--- config.mk ---
export PLATFORM = sky130hd
export DESIGN_NAME = key_press_short_long_detector_unit
export DESIGN_NICKNAME = d
export VERILOG_FILES = /design/src/kpsl_pkg.sv /design/src/kpsl_cfg.sv /design/src/kpsl_core.sv /design/src/key_press_short_long_detector_unit.sv
export SDC_FILE = /design/constraint.sdc
export NUM_CORES = 1
export LEC_CHECK = 0
export BUFFER_PORTS_ARGS = -buffer_cell sky130_fd_sc_hd__clkbuf_2
export CORE_MARGIN = 5
export CORE_UTILIZATION = 50
export DETAILED_ROUTE_END_ITERATION = 6
export PLACE_DENSITY = 0.75
export RECOVER_POWER = 50
export SLEW_MARGIN = 20
export SYNTH_ARGS = -nofsm -noshare
export SYNTH_HDL_FRONTEND = slang
export SYNTH_SLANG_ARGS = --single-unit
--- constraint.sdc ---
create_clock -name i_clk -period 2.9 [get_ports i_clk]
set_input_delay 0.725 -clock i_clk [delete_from_list [all_inputs] [get_ports i_clk]]
set_output_delay 0.725 -clock i_clk [all_outputs]
set_load 0.05 [all_outputs]
--- src/kpsl_pkg.sv ---
`default_nettype none

package kpsl_pkg;

    localparam logic [7:0] LONG_BASE   = 8'h31;
    localparam logic [7:0] REPEAT_STEP = 8'd4;

    localparam logic       RST_ENABLE  = 1'b1;
    localparam logic       RST_MODE    = 1'b0;
    localparam logic [7:0] RST_SHORT   = 8'd3;
    localparam logic [7:0] RST_LONG    = 8'd100;
    localparam logic [7:0] RST_LOCKOUT = 8'd10;

    typedef enum logic [2:0] {
        CFG_ENABLE  = 3'd0,
        CFG_MODE    = 3'd1,
        CFG_SHORT   = 3'd2,
        CFG_LONG    = 3'd3,
        CFG_LOCKOUT = 3'd4
    } t_cfg_idx;

    typedef enum logic {
        MODE_PRESS   = 1'b0,
        MODE_RELEASE = 1'b1
    } t_mode;

    typedef struct packed {
        logic       enable;
        t_mode      mode;
        logic [7:0] short_ticks;
        logic [7:0] long_ticks;
        logic [7:0] lockout_ticks;
    } t_cfg;

    typedef struct packed {
        logic       fire;
        logic [7:0] code;
    } t_event;

endpackage

`default_nettype wire

--- src/kpsl_cfg.sv ---
`default_nettype none

module kpsl_cfg
    import kpsl_pkg::*;
(
    input  wire logic       i_clk,
    input  wire logic       i_rst_n,
    input  wire logic       i_wr,
    input  wire logic [2:0] i_index,
    input  wire logic [7:0] i_data,
    output t_cfg            o_cfg
);

    t_cfg r_cfg;

    always_ff @(posedge i_clk) begin
        if (!i_rst_n) begin
            r_cfg.enable        <= RST_ENABLE;
            r_cfg.mode          <= t_mode'(RST_MODE);
            r_cfg.short_ticks   <= RST_SHORT;
            r_cfg.long_ticks    <= RST_LONG;
            r_cfg.lockout_ticks <= RST_LOCKOUT;
        end else if (i_wr) begin
            unique case (t_cfg_idx'(i_index))
                CFG_ENABLE:  r_cfg.enable        <= i_data[0];
                CFG_MODE:    r_cfg.mode          <= t_mode'(i_data[0]);
                CFG_SHORT:   r_cfg.short_ticks   <= i_data;
                CFG_LONG:    r_cfg.long_ticks    <= i_data;
                CFG_LOCKOUT: r_cfg.lockout_ticks <= i_data;
                default: begin
                end
            endcase
        end
    end

    assign o_cfg = r_cfg;

endmodule

`default_nettype wire

--- src/kpsl_core.sv ---
`default_nettype none

module kpsl_core
    import kpsl_pkg::*;
(
    input  wire logic       i_clk,
    input  wire logic       i_rst_n,
    input  wire logic       i_step,
    input  wire logic       i_present,
    input  wire logic [3:0] i_key,
    input  wire t_cfg       i_cfg,
    output t_event          o_event
);

    logic [7:0] r_hold;
    logic [3:0] r_saved;
    logic [7:0] r_lock;
    logic [7:0] n_hold;
    logic [3:0] n_saved;
    logic [7:0] n_lock;

    logic [7:0] hold_inc;
    logic [8:0] hold_wide;
    logic       hit_short;
    logic       hit_long;
    logic       same_key;
    logic [7:0] key_plus;
    logic [7:0] saved_plus;

    always_comb begin
        hold_inc   = r_hold + 8'd1;
        hold_wide  = {1'b0, r_hold} + 9'd1;
        hit_short  = (hold_inc == i_cfg.short_ticks);
        hit_long   = (hold_inc == i_cfg.long_ticks);
        same_key   = (r_saved == i_key);
        key_plus   = {4'd0, i_key} + 8'd1;
        saved_plus = {4'd0, r_saved} + 8'd1;

        n_hold       = r_hold;
        n_saved      = r_saved;
        n_lock       = r_lock;
        o_event.fire = 1'b0;
        o_event.code = 8'd0;

        if (i_cfg.enable) begin
            unique case (i_cfg.mode)
                MODE_PRESS: begin
                    if (!i_present) begin
                        if (r_lock != 8'd0) begin
                            n_lock = r_lock - 8'd1;
                        end
                        n_hold = 8'd0;
                    end else begin
                        n_hold  = hold_inc;
                        n_saved = i_key;
                        if (hit_short) begin
                            n_lock = i_cfg.lockout_ticks;
                            if (r_lock == 8'd0 && same_key) begin
                                o_event.fire = 1'b1;
                            end
                        end
                        if (hit_long) begin
                            n_hold = hold_inc - REPEAT_STEP;
                            if (same_key) begin
                                o_event.fire = 1'b1;
                            end
                        end
                        if (o_event.fire) begin
                            o_event.code = key_plus;
                        end
                    end
                end
                MODE_RELEASE: begin
                    if (!i_present) begin
                        priority if (r_hold == i_cfg.long_ticks) begin
                            o_event.fire = 1'b1;
                            o_event.code = LONG_BASE + {4'd0, r_saved};
                        end else if (r_hold > i_cfg.short_ticks) begin
                            o_event.fire = 1'b1;
                            o_event.code = saved_plus;
                        end else begin
                        end
                        n_hold = 8'd0;
                    end else begin
                        priority if (r_hold == 8'd0) begin
                            n_saved = i_key;
                            n_hold  = 8'd1;
                        end else if (r_hold == 8'd1) begin
                            n_hold = same_key ? 8'd2 : 8'd0;
                        end else if (hold_wide > {1'b0, i_cfg.long_ticks}) begin
                            n_hold = i_cfg.long_ticks;
                        end else begin
                            n_hold = hold_wide[7:0];
                        end
                    end
                end
                default: begin
                end
            endcase
        end
    end

    always_ff @(posedge i_clk) begin
        if (!i_rst_n) begin
            r_hold  <= 8'd0;
            r_saved <= 4'd0;
            r_lock  <= 8'd0;
        end else if (i_step) begin
            r_hold  <= n_hold;
            r_saved <= n_saved;
            r_lock  <= n_lock;
        end
    end

endmodule

`default_nettype wire

--- src/key_press_short_long_detector_unit.sv ---
// Channel  Direction  Handshake                  Payload
// in       input      i_in_valid / o_in_ready    i_key_present, i_key_code
// out      output     o_out_valid / i_out_ready  o_event_valid, o_event_code
// cfg      input      i_cfg_valid / o_cfg_ready  i_cfg_index, i_cfg_data
//
// A scan beat is held in the input register and evaluated against the hold, key
// and lockout registers on its way into the result register. One beat per cycle
// is sustained unless the output stalls. Every input beat yields exactly one
// output beat. A stalled output register holds back the input register and then
// the input channel. Reset is synchronous and restores the register defaults.
`default_nettype none

module key_press_short_long_detector_unit
    import kpsl_pkg::*;
(
    input  wire logic       i_clk,
    input  wire logic       i_rst_n,
    input  wire logic       i_in_valid,
    output logic            o_in_ready,
    input  wire logic       i_key_present,
    input  wire logic [3:0] i_key_code,
    output logic            o_out_valid,
    input  wire logic       i_out_ready,
    output logic            o_event_valid,
    output logic [7:0]      o_event_code,
    input  wire logic       i_cfg_valid,
    output logic            o_cfg_ready,
    input  wire logic [2:0] i_cfg_index,
    input  wire logic [7:0] i_cfg_data
);

    t_cfg       cfg;
    t_event     event_nxt;
    logic       r_in_valid;
    logic       r_present;
    logic [3:0] r_key;
    logic       r_out_valid;
    t_event     r_event;
    logic       out_free;
    logic       step;

    assign o_cfg_ready = 1'b1;
    assign out_free    = !r_out_valid || i_out_ready;
    assign step        = r_in_valid && out_free;
    assign o_in_ready  = !r_in_valid || out_free;

    kpsl_cfg u_cfg (
        .i_clk   (i_clk),
        .i_rst_n (i_rst_n),
        .i_wr    (i_cfg_valid),
        .i_index (i_cfg_index),
        .i_data  (i_cfg_data),
        .o_cfg   (cfg)
    );

    kpsl_core u_core (
        .i_clk     (i_clk),
        .i_rst_n   (i_rst_n),
        .i_step    (step),
        .i_present (r_present),
        .i_key     (r_key),
        .i_cfg     (cfg),
        .o_event   (event_nxt)
    );

    always_ff @(posedge i_clk) begin
        if (!i_rst_n) begin
            r_in_valid <= 1'b0;
        end else if (o_in_ready) begin
            r_in_valid <= i_in_valid;
        end
    end

    always_ff @(posedge i_clk) begin
        if (i_in_valid && o_in_ready) begin
            r_present <= i_key_present;
            r_key     <= i_key_code;
        end
    end

    always_ff @(posedge i_clk) begin
        if (!i_rst_n) begin
            r_out_valid <= 1'b0;
        end else if (out_free) begin
            r_out_valid <= r_in_valid;
        end
    end

    always_ff @(posedge i_clk) begin
        if (step) begin
            r_event <= event_nxt;
        end
    end

    assign o_out_valid   = r_out_valid;
    assign o_event_valid = r_event.fire;
    assign o_event_code  = r_event.code;

endmodule

`default_nettype wire

== After elaboration in Yosys (flattened, before gate mapping) ==
Index checks and enable logic that the tools add are counted.
W data, S select, Z words.
Operators by class
  add/subtract/negate cells: 7
  magnitude comparators: 2
  equal/unequal tests: 13
  mux-type cells: 28
  bitwise gates (word level): 1
  reductions and logical operators: 20
Operator list (count)
  $mux W8: 10
  $mux W9: 4
  $eq A8 B8 Y1: 3
  $pmux W9 S2: 1
  $logic_not A8 Y1: 2
  $pmux W8 S2: 1
  $mux W4: 3
  $reduce_and A2 Y1: 6
  $add A4 B1 Y5 const B: 2
  $reduce_and A5 Y1: 2
  $add A8 B1 Y9 const B: 1
  $gt A9 B8 Y1: 1
  $add A8 B1 Y8 const B: 1
  $eq A8 B1 Y1 const B: 1
  $gt A8 B8 Y1: 1
  $pmux W4 S2: 1
  $reduce_bool A8 Y1: 1
  $sub A8 B1 Y8 const B: 1
  $sub A8 B3 Y8 const B: 1
  $add A6 B4 Y7 const A: 1
  $mux W1: 7
  $eq A3 B2 Y1 const B: 2
  $eq A4 B4 Y1: 1
  $ne A2 B1 Y1 const B: 2
  other kinds (10): 15
Storage, ports and cells
  register bits after elaboration: 62
  input bits: 21
  output and inout bits: 12
  word-level logic and storage cells: 85

== Longest topological paths before layout ==
  depth after elaboration: 12
  depth in mapped cells: 13
  mapped depth without buffers: 12

== Hierarchy ==
From an unflattened synthesis, not the netlist that was laid out.
Second synthesis, totals
  cell total of the unflattened synthesis: 476
  area total of the unflattened synthesis: 4286.6 sq um
By module, submodules not included
  kpsl_core: instances 1, cells each 347, area each 2685.1 sq um, seq. area each 400.4 sq um
  kpsl_cfg: instances 1, cells each 104, area each 1066.0 sq um, seq. area each 520.5 sq um
  key_press_short_long_detector_unit: instances 1, cells each 25, area each 535.5 sq um, seq. area each 460.4 sq um

== Worst setup path before layout ==
No wires, ideal clock.
  path kind: register to register
  start point: register u_core.r_hold[0]
  end point: register u_core.r_hold[0]
  library setup time: 0.096 ns
  data arrival time: 2.881 ns
  data required time: 2.804 ns
  path slack: -0.077 ns
  stages on the path, launching flop included: 13
  path buffers: 1
  clock period less this slack: 2.977 ns
  path through: dfxtp_1 ha_1 nand2_1 nor2_2 xor2_1 ha_1 nand4_2 or3_1 a211o_2 and2_4 buf_6 mux2i_1 o41ai_2
Between the ends
  word-level cells in the longest chain between the ends: 7
  elaborated cells on any way between the ends: 14
  classes of those cells: add/sub: 3; order compare: 1; eq/ne: 2; mux: 7; reduce/logical: 1
Ends and longest elaborated chain
  start: declaration: RTL line kpsl_core.sv:15  | logic [7:0] r_hold;
  start signal: assignment: RTL line kpsl_core.sv:109  | r_hold <= n_hold;
  $add A8 B1 Y9: RTL line kpsl_core.sv:32  | hold_wide = {1'b0, r_hold} + 9'd1;
  $gt A9 B8 Y1: RTL line kpsl_core.sv:90  | end else if (hold_wide > {1'b0, i_cfg.long_ticks}) begin
  $mux W8: RTL line kpsl_core.sv:90
  $mux W8: RTL line kpsl_core.sv:88  | end else if (r_hold == 8'd1) begin
  $mux W8: RTL line kpsl_core.sv:85  | priority if (r_hold == 8'd0) begin
  $mux W8: RTL line kpsl_core.sv:74  | if (!i_present) begin
  $pmux W8 S2 *: RTL line kpsl_core.sv:46  | unique case (i_cfg.mode)
Every way passes the cells marked *; elsewhere a longest branch is shown, timed or not.
A chain may end at the register's enable or synchronous reset.

== Worst setup path after layout ==
  start point: register u_core.r_hold[1]
  end point: register u_core.r_hold[1]
The elaborated chain is that of the path after synthesis.

==> results.json <==
{
  "power_w": 0.002264,
  "synth_top_area_share_pct": 24.11,
  "dieArea_mm2": 0.009859,
  "placed_cells": 585,
  "grt_pass1_vias": 3371,
  "p_int_w": 0.001578,
  "fin_crit_sh_pct": 95.50,
  "maxCapViolations": 0,
  "final_cell_count_no_fill": 601,
  "clkSlewWorstSetupHoldPaths_ps": 70,
  "swShare_pct": 30.33,
  "hold_ws_ps": 473.1,
  "cts_sinks": 61,
  "seq_area_frac_synth_pct": 33.90,
  "min_path_type": "flop to flop",
  "hp-start": "u_cfg.o_cfg[6]",
  "vias_per_cell": 5.681,
  "critPathMaxFanout": 8,
  "post-cts-setup-buffer-count": 0,
  "synth-xor-area-share_pct": 8.851,
  "grt.total_usage_pct": 20.26,
  "drtIter0Drc": 144,
  "min_period_ps": 2769,
  "synth_simple_gate_area_share_pct": 23.29,
  "multiInputGateArea_mm2": 0.002475,
  "antenna_found_initial": 0,
  "cp-end-kind": "flop",
  "grt_pass1_wl_um": 15990,
  "core_mm2": 0.007727,
  "crit_slowest_cell": "or3_1",
  "hold_depth": 2,
  "timing.rr.start": "u_core.r_hold[1]",
  "synth_cells": 460,
  "drv_slew": 0,
  "yosysWarnings": 0,
  "synth_edf_count": 13,
  "grt_max_degree": 30,
  "relSlewSlack_pct": 14.13,
  "vdd_ir_drop_max_mv": 0.3312,
  "synthMuxAreaShare_pct": 1.507,
  "r2r_slack_ps": 130,
  "synth_top_family_by_area": "simple AND/OR/NAND/NOR gates",
  "seqCellArea_mm2": 0.001353,
  "start_util_pct": 51.59,
  "met2_length_um": 4549,
  "synth_area_leaders": "dfxtp_1 (24%), edfxtp_1 (9.8%), ha_1 (7.2%), nand2_1 (7.0%), xor2_1 (3.5%)",
  "wirelength_met1_um": 4287,
  "tightest_slew_ps": 1288,
  "syn_to_final_growth_pct": 13.62,
  "antenna_cells": 0,
  "wl_per_cell_um": 15.96,
  "synth_async_sr_flop_share_pct": 0,
  "skew_ps": 10.30,
  "root_buffer": "clkbuf_8",
  "nNetsFinal": 538,
  "seqPwrFrac_pct": 42.1,
  "synth_top_area_cell": "dfxtp_1",
  "arrival_ps": 3000,
  "dp_hpwl_um": 7276,
  "final_antenna_net_count": 0,
  "p_switching_w": 0.0006869,
  "path_cells": "buf_4 -> nand2_1 -> nor2_4 -> xor2_1 -> ha_1 -> nand4_2 -> or3_1 -> a211o_2 -> a211oi_2 -> a21oi_2 -> a221oi_1 -> nor2_1",
  "cts_hold_buffers": 0,
  "synth_nets": 504,
  "synth_compound_area_share_pct": 19.77,
  "combPwrFrac_pct": 21.1,
  "clockBufferDepth": 2,
  "syn_area_per_cell_um2": 8.666,
  "hold_path_end": "u_cfg.o_cfg[6]",
  "path_class": "flop to flop",
  "routed.top_layer": "met4",
  "chipHeight_um": 99.29,
  "layout-drive-gt1-share_pct": 20.44,
  "cp-start-kind": "flop",
  "portBuffers": 30,
  "r2r_cells": 12,
  "critPathMaxStageDelay_ps": 370,
  "synth_most_common_cell": "nand2_1",
  "required_ps": 3130,
  "io_pins": 33,
  "synth_area_mm2": 0.003986,
  "place_congestion": 0.9465,
  "overflow": 0,
  "r2r_end": "u_core.r_hold[1]",
  "hold_viol_final": 0,
  "utilization_pct": 58.61,
  "max_freq_mhz": 361.1,
  "synth_top_cells_by_count": "nand2_1 (74), dfxtp_1 (48), ha_1 (23), nand3_1 (23), nor2_1 (23)",
  "htreeDepth": 3,
  "leakage_nw": 1.812,
  "clkPwrFrac_pct": 36.7,
  "ys_seq_elements": 61,
  "synthAdderAreaFrac_pct": 7.219,
  "p_per_area_mw_per_mm2": 500.0,
  "synth_cell_types": 71,
  "outcome": "finished clean",
  "dr.pass1.iters": 5,
  "cts_tree": "yes",
  "nFillCells": 695,
  "setup_viol": 0,
  "die_w_um": 99.29,
  "dr_wl_met3_um": 461,
  "rows": 32,
  "clock_latency_ps": 340,
  "cts_buffers": 9,
  "tns_ps": 0,
  "ys.flop_type": "dfxtp_1",
  "num_vias": 3414,
  "drcViolationCount": 0,
  "routed_wl_um": 9593
}
final cells by class:
type | instances | share of cell area [%]
well taps | 102 | 2.818
repair buffers | 48 | 6.077
inverters | 23 | 1.906
flip-flops and latches | 61 | 29.86
clock inverters | 6 | 1.878
multi-input cells | 351 | 54.64
clock buffers | 10 | 2.818
registers in the layout (all words and copies together) (netlist names):
signal,cells
o_event_code,7
o_event_valid,1
o_out_valid,1
r_in_valid,1
r_key,4
r_present,1
u_cfg.o_cfg,26
u_core.r_hold,8
u_core.r_lock,8
u_core.r_saved,4
routing by layer:
metal / track usage (%) / vias up
met5: 0 / -
met4: 9.874 / 0
met2: 33.16 / 85
met3: 3.927 / 24
li1: - / 1686
met1: 25.53 / 1619
worst max path at each step:
stage          cells after the start  slack [ps]          endpoint             start
6_report                          12         130  u_core.r_hold[1]  u_core.r_hold[1]
5_1_grt                           13         -40  u_core.r_hold[5]  u_core.r_hold[1]
3_5_place_dp                      12         120  u_core.r_hold[1]  u_core.r_hold[1]
4_1_cts                           12          90  u_core.r_hold[1]  u_core.r_hold[1]
2_1_floorplan                     12          30  u_core.r_hold[0]  u_core.r_hold[3]
3_3_place_gp                      12         160  u_core.r_hold[1]  u_core.r_hold[1]
metrics by stage:
| step | instance area, um^2 | setup WS (ps) |
|---|---|---|
| global placement | 4287 | 162.8 |
| finish | 4529 | 130.5 |
| global route | 4529 | -36.53 |
| floorplan | 3998 | 32.08 |
| detailed placement | 4287 | 117.6 |
| CTS | 4499 | 91.91 |
repair_timing:
action / CTS / global route
hold endpoints to repair: 0 / 0
endpoints found under the setup margin: 0 / 5
gates resized for setup: 0 / 6
cell families (layout without fill, tap and decap cells):
family,Yosys count,count (layout)
xor+xnor,33,33
buf+inv,48,87
simple gates,182,182
flops,61,61
mux,6,6
other cells,2,2
compound gates,105,105
fa+ha+maj,23,23
placed cells by master (no fill, tap or decap), types with 4 or more instances in the layout:
cell      Yosys  layout
mux2i_1       6       6
o211ai_1      5       5
buf_4         2      17
nor3_1        7       6
and3_1        6       6
nand2_1      74      74
edfxtp_1     13      13
nand2b_1      5       5
nand3_1      23      22
o21ai_0      10      10
nor3_2        3       4
a21oi_1      20      20
dfxtp_1      48      47
clkbuf_2      0      25
a221oi_2      4       4
inv_1        21      21
xnor2_1      11      11
clkbuf_1     15       7
nor2b_1       9       9
a21boi_0     17      17
clkbuf_8      0       9
o21ai_2       5       5
nor2_1       23      23
ha_1         23      21
o21ai_1       5       5
o22ai_1      11      11
xor2_1       16      15
nand4_1       4       4
power groups by stage:
stage / Clock (W) / Combinational, W / Sequential (W)
final: 0.000832 / 0.000479 / 0.000954
after global routing: 0.000892 / 0.000528 / 0.000960
after CTS: 0.000846 / 0.000475 / 0.000951
after detailed placement: 0 / 0.000470 / 0.000970
after global placement: 0 / 0.000457 / 0.000968
after floorplan: 0 / 0.000354 / 0.000965
worst max-delay path: cells and delay by family, from the launching register on:
| family | cells | cell delay [ps] |
|---|---|---|
| AO/OA/AOI/OAI | 4 | 880 |
| XOR/XNOR | 1 | 230 |
| adder cells (fa/ha/maj) | 1 | 210 |
| buffers and inverters | 1 | 170 |
| flip-flops | 1 | 330 |
| AND/OR/NAND/NOR | 5 | 850 |
Note: power is estimated with default switching activity, not from simulation.
